===== src/design/ltl_pkg.sv =====
`default_nettype none

package ltl_pkg;

  localparam int CH_W            = 16;
  localparam int LUX_W           = 19;
  localparam int LUX_FRAC_BITS   = 8;
  localparam int RATIO_FRAC_BITS = 12;
  localparam int POW_TABLE_DEPTH = 64;
  localparam int POW_FRAC        = 16;
  localparam int POW_W           = POW_FRAC + 1;
  localparam int COEF_FRAC       = 24;
  localparam int KB_W            = 20;

  localparam logic [LUX_W-1:0] LUX_MAX = {LUX_W{1'b1}};

  localparam int IN_TDATA_W  = 32;
  localparam int OUT_TDATA_W = ((LUX_W + 7) / 8) * 8;
  localparam int OUT_TUSER_W = 3;

  // lux coefficients, q24
  localparam logic [KB_W-1:0] K_B1_A = KB_W'(510028);
  localparam logic [KB_W-1:0] K_B1_B = KB_W'(1040187);
  localparam logic [KB_W-1:0] K_B2_A = KB_W'(375810);
  localparam logic [KB_W-1:0] K_B2_B = KB_W'(520094);
  localparam logic [KB_W-1:0] K_B3_A = KB_W'(214748);
  localparam logic [KB_W-1:0] K_B3_B = KB_W'(256691);
  localparam logic [KB_W-1:0] K_B4_A = KB_W'(24495);
  localparam logic [KB_W-1:0] K_B4_B = KB_W'(18790);

  // band limits as ch1 * C1 <= ch0 * C0
  localparam int CMP_W       = CH_W + 7;
  localparam int LIM_LOW_C1  = 2;
  localparam int LIM_LOW_C0  = 1;
  localparam int LIM_MID_C1  = 100;
  localparam int LIM_MID_C0  = 61;
  localparam int LIM_HIGH_C1 = 5;
  localparam int LIM_HIGH_C0 = 4;
  localparam int LIM_TOP_C1  = 10;
  localparam int LIM_TOP_C0  = 13;

  localparam int DIV_STAGES = RATIO_FRAC_BITS;
  localparam int POS_W      = RATIO_FRAC_BITS + $clog2(2 * POW_TABLE_DEPTH);
  localparam int IDX_W      = POS_W - RATIO_FRAC_BITS;
  localparam int TI_W       = $clog2(POW_TABLE_DEPTH + 1);
  localparam int PA_W       = KB_W + CH_W;
  localparam int BP_W       = KB_W + POW_W;
  localparam int PR_W       = CH_W + BP_W;
  localparam int SH_LOW     = COEF_FRAC + POW_FRAC - LUX_FRAC_BITS;
  localparam int SH_LIN     = COEF_FRAC - LUX_FRAC_BITS;

  // pipeline stage positions
  localparam int ST_IN = 0;
  localparam int ST_SA = DIV_STAGES + 1;
  localparam int ST_SB = DIV_STAGES + 2;
  localparam int ST_SC = DIV_STAGES + 3;
  localparam int ST_SD = DIV_STAGES + 4;
  localparam int ST_SE = DIV_STAGES + 5;
  localparam int ST_SF = DIV_STAGES + 6;
  localparam int NST   = DIV_STAGES + 7;

  localparam logic [63:0] Q30_ONE = 64'd1 << 30;

  typedef enum logic [2:0] {
    BAND_NONE = 3'd0,
    BAND_LOW  = 3'd1,
    BAND_MID  = 3'd2,
    BAND_HIGH = 3'd3,
    BAND_TOP  = 3'd4
  } band_t;

  typedef logic [POW_TABLE_DEPTH:0][POW_W-1:0] pow_tab_t;

  function automatic logic [63:0] q30_mul(input logic [63:0] a, input logic [63:0] b);
    return (a * b) >> 30;
  endfunction

  function automatic logic [63:0] q30_pow5(input logic [63:0] y);
    logic [63:0] y2;
    logic [63:0] y4;
    y2 = q30_mul(y, y);
    y4 = q30_mul(y2, y2);
    return q30_mul(y4, y);
  endfunction

  function automatic logic [63:0] q30_root5(input logic [63:0] v);
    logic [63:0] lo;
    logic [63:0] hi;
    logic [63:0] mid;
    lo = '0;
    hi = Q30_ONE;
    while (lo < hi) begin
      mid = lo + ((hi - lo + 64'd1) >> 1);
      if (q30_pow5(mid) <= v) begin
        lo = mid;
      end else begin
        hi = mid - 64'd1;
      end
    end
    return lo;
  endfunction

  // entry i is (i / (2 * depth))^1.4 in q16
  function automatic pow_tab_t build_pow_tab();
    pow_tab_t    tab;
    logic [63:0] x;
    logic [63:0] r;
    tab = '0;
    for (int i = 0; i <= POW_TABLE_DEPTH; i++) begin
      x = (64'(i) << 30) / (2 * POW_TABLE_DEPTH);
      r = q30_root5(q30_mul(x, x));
      tab[i] = POW_W'(q30_mul(x, r) >> (30 - POW_FRAC));
    end
    return tab;
  endfunction

  localparam pow_tab_t POW_TAB = build_pow_tab();

endpackage

`default_nettype wire


===== src/design/ltl_div.sv =====
`default_nettype none

module ltl_div (
  input  wire logic                                 clk,
  input  wire logic [ltl_pkg::DIV_STAGES-1:0]       en,
  input  wire logic [ltl_pkg::CH_W-1:0]             ch0_in,
  input  wire logic [ltl_pkg::CH_W-1:0]             ch1_in,
  input  wire ltl_pkg::band_t                       band_in,
  output logic      [ltl_pkg::RATIO_FRAC_BITS-1:0]  rq_out,
  output logic      [ltl_pkg::CH_W-1:0]             ch0_out,
  output logic      [ltl_pkg::CH_W-1:0]             ch1_out,
  output ltl_pkg::band_t                            band_out
);

  localparam int N  = ltl_pkg::DIV_STAGES;
  localparam int W  = ltl_pkg::CH_W;
  localparam int QW = ltl_pkg::RATIO_FRAC_BITS;

  logic [W-1:0]    rem_r  [N];
  logic [QW-1:0]   q_r    [N];
  logic [W-1:0]    ch0_r  [N];
  logic [W-1:0]    ch1_r  [N];
  ltl_pkg::band_t  band_r [N];

  // one quotient bit per stage, remainder stays below ch0 while ch1 is below ch0
  for (genvar k = 0; k < N; k++) begin : g_step
    logic [W-1:0]   rem_in;
    logic [QW-1:0]  q_in;
    logic [W-1:0]   ch0_in_k;
    logic [W-1:0]   ch1_in_k;
    ltl_pkg::band_t band_in_k;
    logic [W:0]     rem_sh;
    logic [W:0]     rem_sub;
    logic           take;
    logic [W-1:0]   rem_nxt;
    logic [QW-1:0]  q_nxt;

    if (k == 0) begin : g_first
      assign rem_in    = ch1_in;
      assign q_in      = '0;
      assign ch0_in_k  = ch0_in;
      assign ch1_in_k  = ch1_in;
      assign band_in_k = band_in;
    end else begin : g_next
      assign rem_in    = rem_r[k-1];
      assign q_in      = q_r[k-1];
      assign ch0_in_k  = ch0_r[k-1];
      assign ch1_in_k  = ch1_r[k-1];
      assign band_in_k = band_r[k-1];
    end

    assign rem_sh  = {rem_in, 1'b0};
    assign take    = rem_sh >= {1'b0, ch0_in_k};
    assign rem_sub = rem_sh - {1'b0, ch0_in_k};
    assign rem_nxt = take ? rem_sub[W-1:0] : rem_sh[W-1:0];
    assign q_nxt   = {q_in[QW-2:0], take};

    always_ff @(posedge clk) begin
      if (en[k]) begin
        rem_r[k]  <= rem_nxt;
        q_r[k]    <= q_nxt;
        ch0_r[k]  <= ch0_in_k;
        ch1_r[k]  <= ch1_in_k;
        band_r[k] <= band_in_k;
      end
    end
  end

  assign rq_out   = q_r[N-1];
  assign ch0_out  = ch0_r[N-1];
  assign ch1_out  = ch1_r[N-1];
  assign band_out = band_r[N-1];

endmodule

`default_nettype wire


===== config.mk =====
export PLATFORM = sky130hd
export DESIGN_NAME = ltl_div
export DESIGN_NICKNAME = d
export VERILOG_FILES = /design/src/design/ltl_pkg.sv /design/src/design/ltl_div.sv
export SDC_FILE = /design/constraint.sdc
export NUM_CORES = 1
export LEC_CHECK = 0
export BUFFER_PORTS_ARGS = -buffer_cell sky130_fd_sc_hd__buf_2
export CORE_ASPECT_RATIO = 0.6
export CORE_MARGIN = 2
export CORE_UTILIZATION = 60
export CTS_BUF_LIST = sky130_fd_sc_hd__clkbuf_4 sky130_fd_sc_hd__clkbuf_8 sky130_fd_sc_hd__clkbuf_16
export DETAILED_ROUTE_END_ITERATION = 8
export PLACE_DENSITY = 0.77
export SETUP_SLACK_MARGIN = 0.1
export SLEW_MARGIN = 0
export SYNTH_ARGS = -nofsm -noshare
export SYNTH_HDL_FRONTEND = slang
export SYNTH_SLANG_ARGS = --single-unit

===== constraint.sdc =====
create_clock -name clk -period 4 [get_ports clk]
set_input_delay 0.2 -clock clk [delete_from_list [all_inputs] [get_ports clk]]
set_output_delay 0.2 -clock clk [all_outputs]
set_load 0.01 [all_outputs]

==> results.py <==
metrics = {
    "run_status": {
        "outcome": "finished clean",
    },
    "synthesis": {
        "synth_cells": 2364,
        "yosys_most_used_dff": "sky130_fd_sc_hd__edfxtp_1",
        "synth-async-reset-ratio": 0,
        "ys_seq_area_frac": 0.632,
        "ys_ff_latch": 674,
        "synth_edf_count": 674,
        "synthesis.nets": 2614,
        "synth_cell_area_mm2": 0.0320,
        "ys_types": 75,
        "synth_area_per_cell_um2": 13.6,
        "yosysWarningCount": 0,
    },
    "power_and_ir_drop": {
        "cellInternalPower_w": 0.0172,
        "leakagePower_nw": 14.0,
        "switching_power_w": 0.00872,
        "ir_worst_vdd_v": 0.000455,
        "swShare": 0.336,
        "cellPowerDensity_mw_per_mm2": 731,
        "power.share.combinational": 0.375,
        "p_clk_frac": 0.221,
        "fin_total_pwr_w": 0.0259,
        "power_share_of_the_sequential_group": 0.405,
    },
    "routing": {
        "drt_iter0_markers": 2013,
        "route.detailed.drc": 0,
        "drt_pre_antenna_iters": 6,
        "routed-via-count": 19300,
        "final_antenna_net_count": 0,
        "detail_route.wirelength_um": 67600,
        "wl_per_instance_um": 20.7,
        "post_drt_via_cell_ratio": 5.92,
    },
    "final_layout": {
        "layout-drive-gt1-share": 0.132,
        "filler_cell_count": 3597,
        "footprint_of_the_multi_input_gates_mm2": 0.0105,
        "seqCellArea_mm2": 0.0202,
        "post-route-cell-area_mm2": 0.0355,
        "n_antenna_cell": 0,
        "final_core_utilization": 0.674,
        "final_net_count": 2760,
        "layout-area-overhead-vs-synth_pct": 10.7,
    },
    "clock_tree": {
        "clock-sinks": 674,
        "ctsLongestPathBuffers": 3,
        "postCtsResizedCells": 0,
        "tritoncts": "yes",
        "h-tree-depth": 2,
        "post_cts_buffers": 0,
        "insertion_delay_ns": 0.63,
        "cts-hold-fix-buffers": 36,
        "clk_pin_slew_ns": 0.07,
        "cts_inserted_buffers": 58,
        "cts_root_buffer": "sky130_fd_sc_hd__clkbuf_16",
    },
    "timing": {
        "accumulated_negative_setup_slack_ns": 0,
        "max_slew_margin": 0.228,
        "layout_min_cycle_time_ns": 3.54,
        "max_freq_ghz": 0.282,
        "finalClockSkew_ns": 0.0250,
        "setup_violations": 0,
        "tightestPinTransition_ns": 1.16,
        "number_of_hold_violations_in_the_final_report": 0,
        "period_share": 0.885,
        "report.final.slew_viol_count": 0,
        "rsz0062_at_grt": "no",
    },
    "placed_design": {
        "global_placer_s_final_weighted_congestion": 0.929,
        "place_hpwl_um": 48700,
        "port_buffers": 94,
        "postPlaceCellArea_mm2": 0.0332,
    },
    "global_routing": {
        "grtUsageMet1": 0.377,
        "global_route.usage.met2": 0.365,
        "pin_count_of_the_biggest_net_entering_global_routing": 61,
        "grt_use_met3": 0.0426,
        "global_route.peak_usage_layer": "met1",
        "grt_antenna_before_repair": 2,
        "grt_pass1_vias": 18800,
        "track_usage": 0.245,
        "grt_overflow_total": 0,
        "grt_first_pass_wirelength_um": 105000,
    },
    "setup_path": {
        "critPathArrivalTime_ns": 3.82,
        "crit_fanout": 16,
        "setup.worst_path.end_class": "flop",
        "worst-setup-path-type": "flop to flop",
        "crit_path_start_kind": "flop",
        "timing.critical_path.required_ns": 4.28,
    },
    "die": {
        "floorplan.initialDensity": 0.609,
        "fp.dieArea_mm2": 0.0553,
        "floorplan.io_pins": 95,
        "die_h_um": 183,
        "core.rowCount": 65,
        "floorplan.die.width_um": 302,
        "core_area_mm2": 0.0526,
    },
    "run": {
        "cap_viol_max_count": 0,
    },
    "min_path": {
        "min-delay-path-class": "input port to flop",
    },
}
## critical path: stages (launching register included)
cell and delay (ns):
sky130_fd_sc_hd__edfxtp_1 0.57, sky130_fd_sc_hd__inv_1 0.08, sky130_fd_sc_hd__ha_1 0.29, sky130_fd_sc_hd__nor2b_1 0.14, sky130_fd_sc_hd__o21a_1 0.20, sky130_fd_sc_hd__o21ai_0 0.29
sky130_fd_sc_hd__a31oi_1 0.14, sky130_fd_sc_hd__o21ai_1 0.40, sky130_fd_sc_hd__and3_1 0.74, sky130_fd_sc_hd__o31ai_1 0.35
## routing by layer
metal / wire length (um) / up-vias
met5: 27 / -
met4: 1500 / 4
met1: 31900 / 9376
li1: - / 9117
met3: 4920 / 103
met2: 29200 / 702
## layout by cell type (no fill, tap or decap), types with 58 or more instances in the layout
master	count
sky130_fd_sc_hd__buf_2	94
sky130_fd_sc_hd__nor2_1	105
sky130_fd_sc_hd__xnor2_1	64
sky130_fd_sc_hd__edfxtp_1	674
sky130_fd_sc_hd__mux2_2	98
sky130_fd_sc_hd__nand2_1	96
sky130_fd_sc_hd__clkbuf_16	58
sky130_fd_sc_hd__o21ai_0	112
sky130_fd_sc_hd__a21oi_1	132
sky130_fd_sc_hd__inv_1	245
sky130_fd_sc_hd__ha_1	191
## cells in the mapped netlist, drive strengths merged (5+ instances only)
| library cell | count | area (um2) |
|---|---|---|
| edfxtp | 674 | 20200 |
| inv | 245 | 920 |
| ha | 191 | 2390 |
| a21oi | 133 | 669 |
| o21ai | 113 | 566 |
| nor2 | 105 | 394 |
| mux2 | 104 | 1190 |
| nand2 | 96 | 360 |
| xnor2 | 64 | 561 |
| a21o | 47 | 354 |
| o21a | 47 | 353 |
| buf | 45 | 319 |
| xor2 | 35 | 307 |
| nor2b | 34 | 213 |
| nand4 | 33 | 206 |
| nor3 | 30 | 150 |
| nand3 | 24 | 120 |
| clkbuf | 22 | 82.6 |
| nand2b | 22 | 138 |
| o31ai | 21 | 158 |
| o211ai | 20 | 150 |
| a211oi | 17 | 128 |
| or3 | 17 | 106 |
| mux2i | 16 | 160 |
| a31oi | 15 | 93.8 |
| and3 | 15 | 93.8 |
| nand3b | 15 | 113 |
| o31a | 15 | 131 |
| and2 | 14 | 87.6 |
| a211o | 11 | 96.3 |
| fa | 11 | 220 |
| or2 | 11 | 68.8 |
| o21bai | 10 | 75.1 |
| nor3b | 8 | 60.1 |
| o41ai | 6 | 52.6 |
| a311o | 5 | 50.1 |
| and4 | 5 | 43.8 |
## path summary, 6_finish.rpt
kind | endpoint | slack (ns) | start | cells past startpoint
hold / removal | rem_r[7][0]$_SDFFCE_PN0P_ | 0.03 | en[7] | 1
setup reg to reg | rem_r[6][10]$_DFFE_PP_ | 0.46 | ch0_r[1][17]$_DFFE_PP_ | 9
hold reg to reg | q_r[1][37]$_DFFE_PP_ | 0.41 | q_r[1][24]$_DFFE_PP_ | 0
setup / recovery | rem_r[6][10]$_DFFE_PP_ | 0.46 | ch0_r[1][17]$_DFFE_PP_ | 9
## cells by family (layout without fill, tap and decap cells)
| family | after synthesis | after routing | share of synthesized area |
|---|---|---|---|
| adders and majority gates | 202 | 202 | 0.0814 |
| muxes | 120 | 120 | 0.0422 |
| xor gates and xnor gates | 99 | 99 | 0.0271 |
| buffers and inverters | 312 | 504 | 0.0412 |
| DFF | 674 | 674 | 0.632 |
| and+or+nand+nor | 441 | 441 | 0.0703 |
| AOI/OAI and AO/OA | 516 | 516 | 0.106 |
## final cells by class
class	count	share of cell area
clock inverter	36	0.0114
inverter	245	0.0259
multi-input combinational	1378	0.296
tap	703	0.0248
sequential	674	0.570
clock buffer	70	0.0434
timing repair buffer	153	0.0283
## per-stage QoR
stage / hold WS, ns / setup slack, ns / cells
global route: 0.0262 / 0.194 / 3259
detailed placement: 0.379 / 0.548 / 3117
finish: 0.0278 / 0.458 / 3259
global placement: 0.383 / 0.639 / 3117
floorplan: 0.299 / 0.872 / 2364
CTS: 0.00167 / 0.520 / 3259
## state kept, by name, indices dropped and copies added, names as in the netlist
register	count
ch0_r	192
ch1_r	192
rem_r	176
q_r	78
band_r	36
## power by group through the flow
stage,Combinational (W),Clock [W],Sequential (W)
final,0.00972,0.00572,0.0105
after global placement,0.00917,0,0.0106
after floorplan,0.00730,0,0.0102
after global routing,0.0107,0.00606,0.0106
after detailed placement,0.00943,0,0.0106
after CTS,0.00956,0.00582,0.0105
No activity file was read; power rests on OpenSTA's default activity.
